$ cat src/rtl/vcsg_pkg.sv
// Shared types and constants for the velocity command safety gate.
// No dependencies; imported by every module of the block.
`default_nettype none

package vcsg_pkg;

   localparam int SPEED_W = 16;
   localparam int LIMIT_W = 15;
   localparam int AGE_W   = 16;
   localparam int CSR_IDX_W  = 3;
   localparam int CSR_DATA_W = 16;
   localparam int REQ_DATA_W = 40;
   localparam int RSP_DATA_W = 40;

   localparam logic [CSR_IDX_W-1:0] CSR_TIMEOUT_TICKS    = 3'd0;
   localparam logic [CSR_IDX_W-1:0] CSR_MAX_FORWARD      = 3'd1;
   localparam logic [CSR_IDX_W-1:0] CSR_MIN_WALK_FORWARD = 3'd2;
   localparam logic [CSR_IDX_W-1:0] CSR_DEADBAND_FORWARD = 3'd3;
   localparam logic [CSR_IDX_W-1:0] CSR_MAX_YAW          = 3'd4;
   localparam logic [CSR_IDX_W-1:0] CSR_DEADBAND_YAW     = 3'd5;

   localparam logic [AGE_W-1:0]   RST_TIMEOUT_TICKS    = 16'd25;
   localparam logic [LIMIT_W-1:0] RST_MAX_FORWARD      = 15'd200;
   localparam logic [LIMIT_W-1:0] RST_MIN_WALK_FORWARD = 15'd250;
   localparam logic [LIMIT_W-1:0] RST_DEADBAND_FORWARD = 15'd30;
   localparam logic [LIMIT_W-1:0] RST_MAX_YAW          = 15'd300;
   localparam logic [LIMIT_W-1:0] RST_DEADBAND_YAW     = 15'd30;

   localparam logic [AGE_W-1:0] AGE_MAX = '1;

   typedef enum logic [1:0] {
      CMD_VELOCITY     = 2'd0,
      CMD_LOCALIZATION = 2'd1,
      CMD_ENABLE       = 2'd2,
      CMD_TICK         = 2'd3
   } command_type;

   typedef enum logic [1:0] {
      ACT_NONE = 2'd0,
      ACT_MOVE = 2'd1,
      ACT_STOP = 2'd2
   } action_type;

   typedef enum logic [2:0] {
      ST_NONE   = 3'd0,
      ST_OK     = 3'd1,
      ST_NO_LOC = 3'd2,
      ST_NO_CMD = 3'd3,
      ST_STALE  = 3'd4
   } status_type;

   typedef struct packed {
      logic [AGE_W-1:0]   timeout_ticks;
      logic [LIMIT_W-1:0] max_forward;
      logic [LIMIT_W-1:0] min_walk_forward;
      logic [LIMIT_W-1:0] deadband_forward;
      logic [LIMIT_W-1:0] max_yaw;
      logic [LIMIT_W-1:0] deadband_yaw;
   } cfg_type;

   typedef struct packed {
      command_type               command;
      logic signed [SPEED_W-1:0] forward_in;
      logic signed [SPEED_W-1:0] yaw_in;
      logic                      command_finite;
      logic                      localization_good;
      logic                      enable_on;
   } req_type;

   typedef struct packed {
      action_type                action;
      logic signed [SPEED_W-1:0] forward_out;
      logic signed [SPEED_W-1:0] yaw_out;
      status_type                response_status;
      logic                      enabled_now;
   } rsp_type;

endpackage

`default_nettype wire

$ cat src/rtl/vcsg_shaper.sv
// Deadband and clamp for stored forward and yaw, minimum-walk floor for forward.
// Purely combinational; depends on vcsg_pkg.
`default_nettype none

module vcsg_shaper
   import vcsg_pkg::*;
(
   input  wire cfg_type                   cfg,
   input  wire logic signed [SPEED_W-1:0] forward,
   input  wire logic signed [SPEED_W-1:0] yaw,
   output logic signed [SPEED_W-1:0]      forward_shaped,
   output logic signed [SPEED_W-1:0]      yaw_shaped
);

   logic [SPEED_W-1:0]        fwd_mag;
   logic [SPEED_W-1:0]        fwd_floor;
   logic [SPEED_W-1:0]        fwd_cap;
   logic [SPEED_W-1:0]        yaw_mag;
   logic signed [SPEED_W-1:0] yaw_lim_pos;
   logic signed [SPEED_W-1:0] yaw_lim_neg;

   always_comb begin
      fwd_mag   = forward[SPEED_W-1] ? SPEED_W'(-forward) : SPEED_W'(forward);
      fwd_floor = (fwd_mag < {1'b0, cfg.min_walk_forward}) ?
                  {1'b0, cfg.min_walk_forward} : fwd_mag;
      fwd_cap   = (fwd_floor > {1'b0, cfg.max_forward}) ?
                  {1'b0, cfg.max_forward} : fwd_floor;
      if (fwd_mag < {1'b0, cfg.deadband_forward}) begin
         forward_shaped = '0;
      end else if (forward[SPEED_W-1]) begin
         forward_shaped = -$signed(fwd_cap);
      end else begin
         forward_shaped = $signed(fwd_cap);
      end

      yaw_mag     = yaw[SPEED_W-1] ? SPEED_W'(-yaw) : SPEED_W'(yaw);
      yaw_lim_pos = $signed({1'b0, cfg.max_yaw});
      yaw_lim_neg = -yaw_lim_pos;
      if (yaw_mag < {1'b0, cfg.deadband_yaw}) begin
         yaw_shaped = '0;
      end else if (yaw > yaw_lim_pos) begin
         yaw_shaped = yaw_lim_pos;
      end else if (yaw < yaw_lim_neg) begin
         yaw_shaped = yaw_lim_neg;
      end else begin
         yaw_shaped = yaw;
      end
   end

endmodule

`default_nettype wire

$ cat src/rtl/vcsg_core.sv
// Gate state (enable, localization, stored command, age) and per-event decision.
// Depends on vcsg_pkg and vcsg_shaper.
`default_nettype none

module vcsg_core
   import vcsg_pkg::*;
(
   input  wire logic    clock,
   input  wire logic    reset,
   input  wire logic    fire,
   input  wire req_type req,
   input  wire cfg_type cfg,
   output rsp_type      rsp
);

   logic                      enabled_ff, enabled_in;
   logic                      localized_ff, localized_in;
   logic                      have_command_ff, have_command_in;
   logic signed [SPEED_W-1:0] last_forward_ff, last_forward_in;
   logic signed [SPEED_W-1:0] last_yaw_ff, last_yaw_in;
   logic [AGE_W-1:0]          command_age_ff, command_age_in;

   logic signed [SPEED_W-1:0] fwd_shaped;
   logic signed [SPEED_W-1:0] yaw_shaped;
   logic                      stale;

   vcsg_shaper u_shaper (
      .cfg            (cfg),
      .forward        (last_forward_ff),
      .yaw            (last_yaw_ff),
      .forward_shaped (fwd_shaped),
      .yaw_shaped     (yaw_shaped)
   );

   assign stale = command_age_ff > cfg.timeout_ticks;

   always_comb begin
      enabled_in      = enabled_ff;
      localized_in    = localized_ff;
      have_command_in = have_command_ff;
      last_forward_in = last_forward_ff;
      last_yaw_in     = last_yaw_ff;
      command_age_in  = command_age_ff;
      rsp.action          = ACT_NONE;
      rsp.forward_out     = '0;
      rsp.yaw_out         = '0;
      rsp.response_status = ST_NONE;

      case (req.command)
         CMD_VELOCITY: begin
            if (req.command_finite) begin
               last_forward_in = req.forward_in;
               last_yaw_in     = req.yaw_in;
               have_command_in = 1'b1;
               command_age_in  = '0;
            end
         end
         CMD_LOCALIZATION: begin
            localized_in = req.localization_good;
            if (localized_ff && !req.localization_good) begin
               enabled_in = 1'b0;
               rsp.action = ACT_STOP;
            end
         end
         CMD_ENABLE: begin
            if (!req.enable_on) begin
               rsp.response_status = ST_OK;
            end else if (!localized_ff) begin
               rsp.response_status = ST_NO_LOC;
            end else if (!have_command_ff) begin
               rsp.response_status = ST_NO_CMD;
            end else if (stale) begin
               rsp.response_status = ST_STALE;
            end
            if (rsp.response_status != ST_NONE) begin
               enabled_in = 1'b0;
               rsp.action = ACT_STOP;
            end else begin
               enabled_in          = 1'b1;
               rsp.response_status = ST_OK;
            end
         end
         CMD_TICK: begin
            if (!enabled_ff) begin
               rsp.action = ACT_STOP;
            end else if (!localized_ff) begin
               enabled_in = 1'b0;
               rsp.action = ACT_STOP;
            end else if (!have_command_ff || stale) begin
               rsp.action = ACT_STOP;
            end else if (fwd_shaped == '0 && yaw_shaped == '0) begin
               rsp.action = ACT_STOP;
            end else begin
               rsp.action      = ACT_MOVE;
               rsp.forward_out = fwd_shaped;
               rsp.yaw_out     = yaw_shaped;
            end
            if (command_age_ff != AGE_MAX) begin
               command_age_in = command_age_ff + 1'b1;
            end
         end
         default: begin
         end
      endcase

      rsp.enabled_now = enabled_in;
   end

   always_ff @(posedge clock) begin
      if (reset) begin
         enabled_ff      <= 1'b0;
         localized_ff    <= 1'b0;
         have_command_ff <= 1'b0;
         last_forward_ff <= '0;
         last_yaw_ff     <= '0;
         command_age_ff  <= '0;
      end else if (fire) begin
         enabled_ff      <= enabled_in;
         localized_ff    <= localized_in;
         have_command_ff <= have_command_in;
         last_forward_ff <= last_forward_in;
         last_yaw_ff     <= last_yaw_in;
         command_age_ff  <= command_age_in;
      end
   end

endmodule

`default_nettype wire

$ cat src/rtl/velocity_command_safety_gate.sv
// Velocity command safety gate: input register, event logic, result register.
// Accepted requests pass the input register, then the result register; throughput one
// request per cycle while rsp_tready is high, set by the single event stage in between.
// Synchronous active-high reset clears the gate state, both pipeline valids and
// loads the configuration registers with their defaults. Depends on vcsg_pkg, vcsg_core.
`default_nettype none

module velocity_command_safety_gate
   import vcsg_pkg::*;
(
   input  wire logic                  clock,
   input  wire logic                  reset,

   input  wire logic                  req_tvalid,
   output logic                       req_tready,
   // forward_in[15:0], yaw_in[31:16], command_finite[32], localization_good[33],
   // enable_on[34], zero[39:35]
   input  wire logic [REQ_DATA_W-1:0] req_tdata,
   // command[1:0]
   input  wire logic [1:0]            req_tuser,

   output logic                       rsp_tvalid,
   input  wire logic                  rsp_tready,
   // forward_out[15:0], yaw_out[31:16], response_status[34:32], enabled_now[35],
   // zero[39:36]
   output logic [RSP_DATA_W-1:0]      rsp_tdata,
   // action[1:0]
   output logic [1:0]                 rsp_tuser,

   input  wire logic                  csr_we,
   input  wire logic [CSR_IDX_W-1:0]  csr_index,
   input  wire logic [CSR_DATA_W-1:0] csr_wdata
);

   cfg_type cfg_ff;
   req_type req_ff, req_in;
   logic    in_valid_ff;
   rsp_type rsp_ff, rsp_in;
   logic    out_valid_ff;
   logic    advance;

   always_ff @(posedge clock) begin
      if (reset) begin
         cfg_ff.timeout_ticks    <= RST_TIMEOUT_TICKS;
         cfg_ff.max_forward      <= RST_MAX_FORWARD;
         cfg_ff.min_walk_forward <= RST_MIN_WALK_FORWARD;
         cfg_ff.deadband_forward <= RST_DEADBAND_FORWARD;
         cfg_ff.max_yaw          <= RST_MAX_YAW;
         cfg_ff.deadband_yaw     <= RST_DEADBAND_YAW;
      end else if (csr_we) begin
         case (csr_index)
            CSR_TIMEOUT_TICKS:    cfg_ff.timeout_ticks    <= csr_wdata;
            CSR_MAX_FORWARD:      cfg_ff.max_forward      <= csr_wdata[LIMIT_W-1:0];
            CSR_MIN_WALK_FORWARD: cfg_ff.min_walk_forward <= csr_wdata[LIMIT_W-1:0];
            CSR_DEADBAND_FORWARD: cfg_ff.deadband_forward <= csr_wdata[LIMIT_W-1:0];
            CSR_MAX_YAW:          cfg_ff.max_yaw          <= csr_wdata[LIMIT_W-1:0];
            CSR_DEADBAND_YAW:     cfg_ff.deadband_yaw     <= csr_wdata[LIMIT_W-1:0];
            default: begin
            end
         endcase
      end
   end

   assign advance    = in_valid_ff && (!out_valid_ff || rsp_tready);
   assign req_tready = !in_valid_ff || advance;

   always_comb begin
      req_in.command           = command_type'(req_tuser);
      req_in.forward_in        = $signed(req_tdata[15:0]);
      req_in.yaw_in            = $signed(req_tdata[31:16]);
      req_in.command_finite    = req_tdata[32];
      req_in.localization_good = req_tdata[33];
      req_in.enable_on         = req_tdata[34];
   end

   always_ff @(posedge clock) begin
      if (reset) begin
         in_valid_ff <= 1'b0;
      end else if (req_tready) begin
         in_valid_ff <= req_tvalid;
      end
   end

   always_ff @(posedge clock) begin
      if (req_tvalid && req_tready) begin
         req_ff <= req_in;
      end
   end

   vcsg_core u_core (
      .clock (clock),
      .reset (reset),
      .fire  (advance),
      .req   (req_ff),
      .cfg   (cfg_ff),
      .rsp   (rsp_in)
   );

   always_ff @(posedge clock) begin
      if (reset) begin
         out_valid_ff <= 1'b0;
      end else if (advance) begin
         out_valid_ff <= 1'b1;
      end else if (rsp_tready) begin
         out_valid_ff <= 1'b0;
      end
   end

   always_ff @(posedge clock) begin
      if (advance) begin
         rsp_ff <= rsp_in;
      end
   end

   assign rsp_tvalid = out_valid_ff;
   assign rsp_tuser  = rsp_ff.action;
   assign rsp_tdata  = {4'b0000, rsp_ff.enabled_now, rsp_ff.response_status,
                        rsp_ff.yaw_out, rsp_ff.forward_out};

   a_speeds_only_on_move: assert property (@(posedge clock) disable iff (reset)
      rsp_tvalid && rsp_tuser != ACT_MOVE |-> rsp_tdata[31:0] == '0)
      else $error("nonzero speed on a non-move response");

   a_move_needs_enable: assert property (@(posedge clock) disable iff (reset)
      rsp_tvalid && rsp_tuser == ACT_MOVE |-> rsp_tdata[35] && rsp_tdata[34:32] == ST_NONE)
      else $error("move response while disabled or with a status");

   a_stalled_request_held: assert property (@(posedge clock) disable iff (reset)
      in_valid_ff && !advance |=> in_valid_ff && $stable(req_ff))
      else $error("stalled request lost or changed");

   a_accept_loads_stage: assert property (@(posedge clock) disable iff (reset)
      req_tvalid && req_tready |=> in_valid_ff)
      else $error("accepted request not held in input stage");

endmodule

`default_nettype wire
$ cat config.mk
export PLATFORM = sky130hd
export DESIGN_NAME = velocity_command_safety_gate
export DESIGN_NICKNAME = d
export VERILOG_FILES = /design/src/rtl/vcsg_pkg.sv /design/src/rtl/vcsg_shaper.sv /design/src/rtl/vcsg_core.sv /design/src/rtl/velocity_command_safety_gate.sv
export SDC_FILE = /design/constraint.sdc
export NUM_CORES = 1
export LEC_CHECK = 0
export BUFFER_PORTS_ARGS = -buffer_cell sky130_fd_sc_hd__buf_2
export CORE_ASPECT_RATIO = 2
export CORE_UTILIZATION = 55
export CTS_CLUSTER_DIAMETER = 150
export CTS_CLUSTER_SIZE = 30
export DETAILED_ROUTE_END_ITERATION = 7
export PLACE_DENSITY = 0.77
export RECOVER_POWER = 100
export SLEW_MARGIN = 20
export SYNTH_ARGS = -nofsm -noshare
export SYNTH_HDL_FRONTEND = slang
export SYNTH_SLANG_ARGS = --single-unit
$ cat constraint.sdc
create_clock -name clock -period 6.93 [get_ports clock]
set_input_delay 1.0395 -clock clock [delete_from_list [all_inputs] [get_ports clock]]
set_output_delay 1.0395 -clock clock [all_outputs]
set_load 0.1 [all_outputs]
Yosys cells after proc, flatten, opt, wreduce, memory -nomap -nowiden
Cells that the tools add are included.
W data, S select, Z words.
{"block": "op_classes", "addsub": 5, "magnitude_cmp": 7, "n_eq_ne": 11, "muxes": 32, "bitwise": 3, "reduce_logical": 29}
{"operator": "$mux W16", "n": 11}
{"operator": "$lt A16 B15 Y1", "n": 3}
{"operator": "$neg A16 Y16", "n": 3}
{"operator": "$gt A16 B16 Y1", "n": 2}
{"operator": "$logic_not A16 Y1", "n": 2}
{"operator": "$pmux W16 S2", "n": 1}
{"operator": "$add A16 B1 Y16 const B", "n": 1}
{"operator": "$gt A16 B15 Y1", "n": 1}
{"operator": "$lt A16 B16 Y1", "n": 1}
{"operator": "$ne A16 B16 Y1 const B", "n": 1}
{"operator": "$neg A15 Y16", "n": 1}
{"operator": "$reduce_and A2 Y1", "n": 8}
{"operator": "$mux W3", "n": 5}
{"operator": "$mux W2", "n": 6}
{"operator": "$mux W1", "n": 7}
{"operator": "$eq A3 B2 Y1 const B", "n": 2}
{"operator": "$eq A3 B3 Y1 const B", "n": 2}
{"operator": "$pmux W2 S3", "n": 1}
{"operator": "$reduce_or A5 Y1", "n": 1}
{"operator": "$eq A2 B2 Y1 const B", "n": 2}
{"operator": "$logic_and A1 B1 Y1", "n": 4}
{"operator": "$logic_not A1 Y1", "n": 4}
{"operator": "$reduce_and A4 Y1", "n": 1}
{"operator": "$reduce_bool A2 Y1", "n": 2}
{"operator": "other kinds (11)", "n": 15}
{"block": "word_totals", "register_bits": 219, "input_bits": 66, "out_inout_bits": 44, "wordCells": 113}

Logic depth before layout (Yosys ltp)
Gate-level depths: netlist of run 1.
{"block": "logic_depth", "word_depth": 16, "mapped_depth": 35, "mapped_depth_nobuf": 30}

Hierarchy
Synthesis of run 1 repeated with hierarchy kept, for this count alone.
{"block": "unflattened", "cells_unflattened": 1479, "hier_area_um2": 13578.0}
{"module": "velocity_command_safety_gate", "instances": 1, "cells_each": 424, "area_each_um2": 5988.2, "seq_area_each_um2": 4113.9}
{"module": "vcsg_shaper", "instances": 1, "cells_each": 650, "area_each_um2": 4650.7, "seq_area_each_um2": 0.0}
{"module": "vcsg_core", "instances": 1, "cells_each": 405, "area_each_um2": 2939.1, "seq_area_each_um2": 1021.0}

Worst setup path after synthesis of run 1
No wires, ideal clock.
{"block": "synth_path", "path_kind": "register -> register", "start": "register u_core.last_forward_ff[8]", "end": "register rsp_ff, in the netlist rsp_tdata[21], data pin", "setup_time_ps": 255, "arrival_time_ps": 7400, "required_time_ps": 6675, "slack_ps": -725, "path_stages_with_launch": 31, "path_buffers": 4, "synth_period_minus_slack_ps": 7655, "cell_sequence": "dfxtp_1 buf_6 or4_4 or3_4 o31ai_1 xnor2_1 ha_1 and3_1 nand2_1 o41ai_1 nor3_2 clkbuf_1 nor2_1 a21oi_1 ha_1 nor2b_1 o211a_1 o21ai_0 a31oi_1 nor2_1 clkbuf_1 clkbuf_1 nor2_1 a21oi_1 ha_1 o221ai_1 o31ai_1 xor2_1 a2111oi_4 o211ai_2 and3_1"}
{"block": "synth_via", "elab_chain_cells": 12, "word_cells_on_any_way": 13, "classes_between": "2 x add/sub; 3 x order compare; 5 x mux; 3 x reduce/logical"}
{"element": "start: declaration", "line": "vcsg_core.sv:19", "rtl": "logic signed [SPEED_W-1:0] last_forward_ff, last_forward_in;"}
{"element": "start signal: assignment", "line": "vcsg_core.sv:121", "rtl": "last_forward_ff <= last_forward_in;"}
{"element": "$neg A16 Y16", "line": "vcsg_shaper.sv:23", "rtl": "fwd_mag = forward[SPEED_W-1] ? SPEED_W'(-forward) : SPEED_W'(forward);"}
{"element": "$mux W16 (*)", "line": "vcsg_shaper.sv:23"}
{"element": "$lt A16 B15 Y1", "line": "vcsg_shaper.sv:24", "rtl": "fwd_floor = (fwd_mag < {1'b0, cfg.min_walk_forward}) ?"}
{"element": "$mux W16", "line": "vcsg_shaper.sv:24"}
{"element": "$gt A16 B15 Y1", "line": "vcsg_shaper.sv:26", "rtl": "fwd_cap = (fwd_floor > {1'b0, cfg.max_forward}) ?"}
{"element": "$mux W16", "line": "vcsg_shaper.sv:26"}
{"element": "$neg A16 Y16", "line": "vcsg_shaper.sv:31", "rtl": "forward_shaped = -$signed(fwd_cap);"}
{"element": "$mux W16", "line": "vcsg_shaper.sv:30", "rtl": "end else if (forward[SPEED_W-1]) begin"}
{"element": "$mux W16 (*)", "line": "vcsg_shaper.sv:28", "rtl": "if (fwd_mag < {1'b0, cfg.deadband_forward}) begin"}
{"element": "$logic_not A16 Y1 (*)", "line": "vcsg_core.sv:91", "rtl": "end else if (fwd_shaped == '0 && yaw_shaped == '0) begin"}
{"element": "$logic_and A1 B1 Y1 (*)", "line": "vcsg_core.sv:91"}
{"element": "$reduce_or A5 Y1 (no line) (*)"}
{"element": "end signal: assignment", "line": "velocity_command_safety_gate.sv:111", "rtl": "rsp_ff <= rsp_in;"}
{"element": "end: declaration", "line": "velocity_command_safety_gate.sv:38", "rtl": "rsp_type rsp_ff, rsp_in;"}
Every way passes the cells marked *; elsewhere a longest branch is shown, timed or not.
A chain may end at the register's enable or synchronous reset.

Worst setup path in the final report of run 1
{"block": "layout_path", "start": "register u_core.last_forward_ff[1]", "end": "register rsp_ff, in the netlist rsp_tdata[21], data pin"}
Same word-level chain as after synthesis.

==> flow_metrics.tcl, run 1 <==
set metrics [dict create \
    leakage_nw 6.47 \
    place_area_sq_um 14900 \
    drv_cap 5 \
    synth_seq_cells 219 \
    cts_tree "done" \
    area_growth_pct 17.7 \
    seqCellArea_sq_um 5140 \
    avgSynthCellArea_sq_um 8.36 \
    slowest_stage "or4b_4" \
    io_buffers 100 \
    hold_ws_ns 0.463 \
    start_util_pct 56.0 \
    cts_hold_buf 0 \
    yosysTopAreaCell "dfxtp_1" \
    fillCellCount 2081 \
    grt_max_degree 108 \
    path_max_fanout 7 \
    clock_sink_count 219 \
    antenna_left 0 \
    cts_root_buffer "clkbuf_16" \
    synth_top_cell_area_share_pct 21.5 \
    r2r_end "rsp_tdata[21]" \
    via_per_inst 6.12 \
    initialDrtViolationCount 782 \
    hold_violations 0 \
    reg2regPathDepth 32 \
    critPathLaunch "u_core.last_forward_ff[1]" \
    cp_data_arrival_time_ns 6.97 \
    die_h_um 223 \
    wl_per_cell_um 20.2 \
    ys_seq_area_share_pct 38.3 \
    hold_path.class "register to register" \
    vias 12600 \
    htree_levels 1 \
    finalWeightedCongestion 1.02 \
    p_total_mw 2.95 \
    netlist_top_cells_area "dfxtp_1 22%, edfxtp_1 17%, ha_1 10%" \
    syn_inst 1603 \
    crit_path_end_kind "register" \
    synth_cell_types 77 \
    path_delay_family "compound AO/OA/AOI/OAI gates" \
    tightest_slew_ns 4.42 \
    grt-ovfl-total 0 \
    r2r_slack_ns 0.21 \
    synth_async_sr_flop_share_pct 0 \
    dieWidth_um 112 \
    fin_area_sq_um 15800 \
    rows 80 \
    num_io_pins 110 \
    drv_slew 252 \
    cts_buffer_depth 3 \
    r2r-start "u_core.last_forward_ff[1]" \
    ir_worst_vdd_uv 331 \
    fin_nets 1944 \
    route.detailed.drc 0 \
    start_kind "register" \
    yosys_warnings 0 \
    wl_um 41600 \
    timing.fmax_ghz 0.149 \
    critPathCapture "rsp_tdata[21]" \
    grt_pass1_vias 12600 \
    drive_gt1_share_pct 16.9 \
    synth_area_sq_um 13400 \
    multi_input_area_sq_um 8060 \
    grt_pass1_wl_um 64500 \
    critPathRequiredTime_ns 7.18 \
    slowest_delay_ns 0.53 \
    p_per_area_nw_per_um2 187 \
    utilization_pct 65.9 \
    violations "capacitance limit, slew limit" \
    antenna_found_initial 0 \
    path_depth 32 \
    status "complete, but fails checks" \
    path_buf_inv 7 \
    numCtsBuffers 11 \
    min_period_ns 6.72 \
    insertion_delay_ns 0.50 \
    first_pass_iters 5 \
    grt_util_all_layers_pct 33.3 \
    critical_path_class "register to register" \
    fin_skew_ns 0.0508 \
    clkSlewWorstSetupHoldPaths_ns 0.13 \
    slew_headroom_pct -195 \
    n_antenna_cell 0 \
    die_area_sq_um 25000 \
    final-setup-viol-count 0 \
    finalCritPeriodShare_pct 97.0 \
    ys.flop_type "dfxtp_1" \
    synth_edf_count 75 \
    hpwl_um 31700 \
    core_area_sq_um 23900 \
]
[sequential cells by signal (all words and copies together), names as in the netlist, 2 cells and up]
signal	flops
cfg_ff	91
req_ff	37
rsp_tdata	36
u_core.command_age_ff	16
u_core.last_forward_ff	16
u_core.last_yaw_ff	16
rsp_tuser	2
[worst reg2reg max path: cells and delay by family, from the launching register on]
family	cells	cell delay, ns
AO/OA/AOI/OAI	10	2.15
AND/OR/NAND/NOR	9	1.71
adder cells (fa/ha/maj)	4	0.86
buffers and inverters	7	0.82
flip-flops	1	0.39
multiplexers	1	0.32
XOR/XNOR	1	0.21
[what timing repair did]
action / CTS / global route
hold endpoints to repair: 0 / 0
setup endpoints to repair: 6 / 6
pin swaps: 17 / 40
buffers inserted: 8 / 11
gates resized for setup: 27 / 64
[logic make-up after synthesis]
kind of cell | synth area share (%)
buffers and inverters | 5.60
and+or+nand+nor | 21.8
xor gates and xnor gates | 3.47
adders and majority gates | 10.1
muxes | 2.40
other | 0.0280
DFF | 38.3
AOI/OAI and AO/OA | 18.3
[per-layer routing]
layer  share of wire [%]  track usage, %
met5                   0               0
met4                 8.3            25.4
met3                 4.6            2.97
met2                  53            62.6
met1                  34            33.3
[placed cells by master (no fill, tap or decap), types with 9 or more instances in the layout]
cell type	instances
o31ai_1	9
xnor2_1	37
xor2_1	15
a21oi_1	157
nand4_1	24
and3_1	25
clkbuf_16	11
buf_2	58
a21o_1	22
mux2i_1	20
edfxtp_1	75
clkbuf_1	53
and2_1	10
nand2b_1	13
nand3_1	27
or3_1	18
ha_1	101
nor3_1	26
nor2b_1	10
nand3b_1	15
inv_1	103
a211o_1	12
buf_4	124
o22ai_1	11
o21ai_0	37
nand2_1	290
nor4_1	10
dfxtp_1	140
nor2_1	98
a211oi_1	11
a22oi_1	11
[worst min path at each step]
stage | startpoint | end | cells after the start
floorplan | cfg_ff[10] | cfg_ff[10] | 2
global placement | cfg_ff[43] | cfg_ff[43] | 2
detailed placement | cfg_ff[81] | cfg_ff[81] | 2
CTS | cfg_ff[81] | cfg_ff[81] | 2
global route | cfg_ff[81] | cfg_ff[81] | 2
finish | cfg_ff[41] | cfg_ff[41] | 2
[power by group]
group          internal (mW)  switching (mW)
Combinational          0.323           0.504
Sequential              1.37          0.0263
Clock                  0.309           0.423
[cell usage after synthesis, types with 9 or more instances]
cell type  count
ha_1         108
xnor2_1       38
and2_1        12
nand3_1       30
dfxtp_1      144
nand4_1       24
clkbuf_1      71
nor3_1        27
a211oi_1      14
o31ai_1       15
and3_1        26
nand2b_1      13
o22ai_1       11
o21ai_0       42
xor2_1        15
a21oi_1      162
nor2b_1       10
nand2_1      293
a21o_1        22
nor4_1        14
a31oi_1       11
or3_1         20
nor2_1       101
edfxtp_1      75
mux2_2         9
inv_1        107
nand3b_1      15
a211o_1       12
mux2i_1       22
a22oi_1       12
[per-stage QoR]
stage          setup TNS [ns]  worst slack (ns)  instances
2_1_floorplan               0           0.00830       1606
3_3_place_gp           -0.253           -0.0810       2025
3_5_place_dp            -1.34            -0.281       2025
4_1_cts                     0           0.00366       2050
5_1_grt                -0.486            -0.117       2061
6_report                    0             0.206       2061
[final cells by class]
cell class | instances | area share [%]
sequential | 219 | 32.6
clock buffer | 16 | 1.87
inverter | 107 | 2.58
timing repair buffer | 236 | 9.32
clock inverter | 1 | 0.190
tap | 287 | 2.28
multi-input combinational | 1195 | 51.1
No activity file was read; power rests on OpenSTA's default activity.
==> run 2: changes to the inputs <==
Settings changed: ABC_AREA from default to 1.
==> run 2 against run 1 <==
Against the previous run:
- fmax is 4.5% higher
- via count shrank 12%
- the flow still finishes with violations (capacitance limit, slew limit)
- highest routed layer unchanged
- largest power group unchanged
- core utilization decreased by 6.3 points
- critical endpoint is now rsp_tdata[11]
- count of clock-buffer cells in the layout did not move
- wire length decreased by 24%
- critical path type unchanged
==> flow_metrics.tcl, run 2 <==
set metrics [dict create \
    path_max_fanout 17 \
    timing.fmax_ghz 0.155 \
    rsz0062_at_grt "false" \
    netlist_top_cells_area "dfxtp_1 22%, edfxtp_1 17%, ha_1 10%" \
    p_per_area_nw_per_um2 217 \
    tightest_slew_ns 3.32 \
    ys_top_cells_by_count "294 x nand2_1, 247 x inv_1, 161 x a21oi_1" \
    setup-tns-final_ns 0 \
    synth_fa_ha_area_share_pct 10.4 \
    drive_gt1_share_pct 8.96 \
    crit_path_end_kind "register" \
    synth_seq_cells 219 \
    final_common_cell "nand2_1" \
    ir_worst_vdd_uv 213 \
    final_cell_mix "294 x nand2_1, 246 x inv_1, 161 x a21oi_1" \
    cts_tree "done" \
    drv_cap 4 \
    grt_pass1_wl_um 50500 \
    cpMostUsedCell "nand2_1" \
    hold_violations 0 \
    numCtsBuffers 11 \
    route.detailed.drc 0 \
    finalCritPeriodShare_pct 92.8 \
    synth_xor_area_share_pct 2.56 \
    synth_async_sr_flop_share_pct 0 \
    synthMuxAreaShare_pct 0 \
    slowest_delay_ns 0.32 \
    io_buffers 100 \
    grt-ovfl-total 0 \
    status "complete, but fails checks" \
    top_register "cfg_ff" \
    clock_sink_count 219 \
    clkSlewWorstSetupHoldPaths_ns 0.12 \
    hold_ws_ns 0.469 \
    synth_most_common_cell "nand2_1" \
    area_growth_pct 6.37 \
    die_h_um 220 \
    p_total_mw 3.00 \
    die_area_sq_um 24300 \
    hpwl_um 24200 \
    rows 79 \
    synth_edf_count 75 \
    finalWeightedCongestion 0.946 \
    vias 11200 \
    insertion_delay_ns 0.49 \
    violations "capacitance limit, slew limit" \
    fin_nets 1899 \
    ys_seq_area_share_pct 39.5 \
    critical_path_class "register to register" \
    hold_path.class "register to register" \
    path_buf_inv 4 \
    leakage_nw 6.17 \
    slew_headroom_pct -121 \
    cts_root_buffer "clkbuf_16" \
    grt_util_all_layers_pct 25.9 \
    critPathRequiredTime_ns 7.19 \
    min_period_ns 6.43 \
    drv_slew 229 \
    yosys_warnings 0 \
    cp_data_arrival_time_ns 6.69 \
    slowest_stage "dfxtp_1" \
    synth-compound-area-share_pct 15.0 \
    synth_top_family_by_area "simple AND/OR/NAND/NOR gates" \
    antenna_left 0 \
    syn_inst 1650 \
    initialDrtViolationCount 593 \
    core_area_sq_um 23200 \
    first_pass_iters 5 \
    fin_skew_ns 0.0263 \
    path_delay_family "simple AND/OR/NAND/NOR gates" \
    synth-simple-area-share_pct 22.6 \
    final-setup-viol-count 0 \
    num_io_pins 110 \
    synth_top_cell_area_share_pct 22.2 \
    avgSynthCellArea_sq_um 7.89 \
    antenna_found_initial 1 \
    start_util_pct 56.0 \
    synth_cell_types 51 \
    start_kind "register" \
    grt_max_degree 93 \
    yosysTopAreaCell "dfxtp_1" \
    wl_per_cell_um 15.6 \
    htree_levels 1 \
    via_per_inst 5.54 \
    ys.flop_type "dfxtp_1" \
    dieWidth_um 111 \
    grt_pass1_vias 10800 \
    cts_buffer_depth 3 \
    synth_area_sq_um 13000 \
    largest_reg_flops 91 \
    wl_um 31500 \
]
-- run 2: layout make-up --
type / instances / area [sq um]
Clock buffer: 16 / 294
Multi-Input combinational cell: 1120 / 6490
Sequential cell: 219 / 5130
Clock inverter: 1 / 30.0
Inverter: 257 / 965
Antenna cell: 1 / 2.50
Tap cell: 283 / 354
Timing Repair Buffer: 116 / 567
Fill cell: 2155 / 9390
-- run 2: per-stage QoR --
step | std cells | worst slack, ns | util, % | cell area, sq um
after floorplan | 1653 | 1.63 | - | 13000
after global placement | 1989 | 0.458 | 58.7 | 13600
after detailed placement | 1989 | 0.366 | 58.7 | 13600
after CTS | 2006 | 0.345 | 60.1 | 14000
after global routing | 2013 | 0.0315 | 59.6 | 13800
final | 2013 | 0.498 | 59.6 | 13800
-- run 2: routing by layer --
layer	up-vias	GRT usage [%]	wire, um
met5	-	0	0
met4	0	18.5	2160
met3	104	2.04	1360
met2	299	49.7	16500
met1	5150	26.1	11500
li1	5599	-	-
-- run 2: final timing paths --
| check | to | slack (ns) | start | depth (start not counted) |
|---|---|---|---|---|
| worst max-delay path | rsp_tdata[11] | 0.50 | u_core.last_forward_ff[1] | 42 |
| worst min-delay path | cfg_ff[82] | 0.47 | cfg_ff[82] | 2 |
| worst max register to register | rsp_tdata[11] | 0.50 | u_core.last_forward_ff[1] | 42 |
| worst min register to register | cfg_ff[82] | 0.47 | cfg_ff[82] | 2 |
-- run 2: tightest hold or removal path, cell delays in order (launching register included) --
cell	delay [ns]
dfxtp_1	0.32
inv_1	0.06
a21oi_1	0.06
-- run 2: where the power goes --
part,switching (mW),total [mW],internal (mW)
Sequential,0.0202,1.39,1.37
Clock,0.423,0.732,0.309
Combinational,0.623,0.877,0.254
-- run 2: repair_timing --
item,in CTS,in global routing
buffers inserted,0,6
hold buffers,0,0
gates resized for setup,0,1
setup endpoints to repair,0,29
-- run 2: cell families after synthesis --
logic type,after synthesis
AOI/OAI and AO/OA,360
xor gates and xnor gates,38
adders and majority gates,108
buffers and inverters,314
DFF,219
other,1
and+or+nand+nor,610
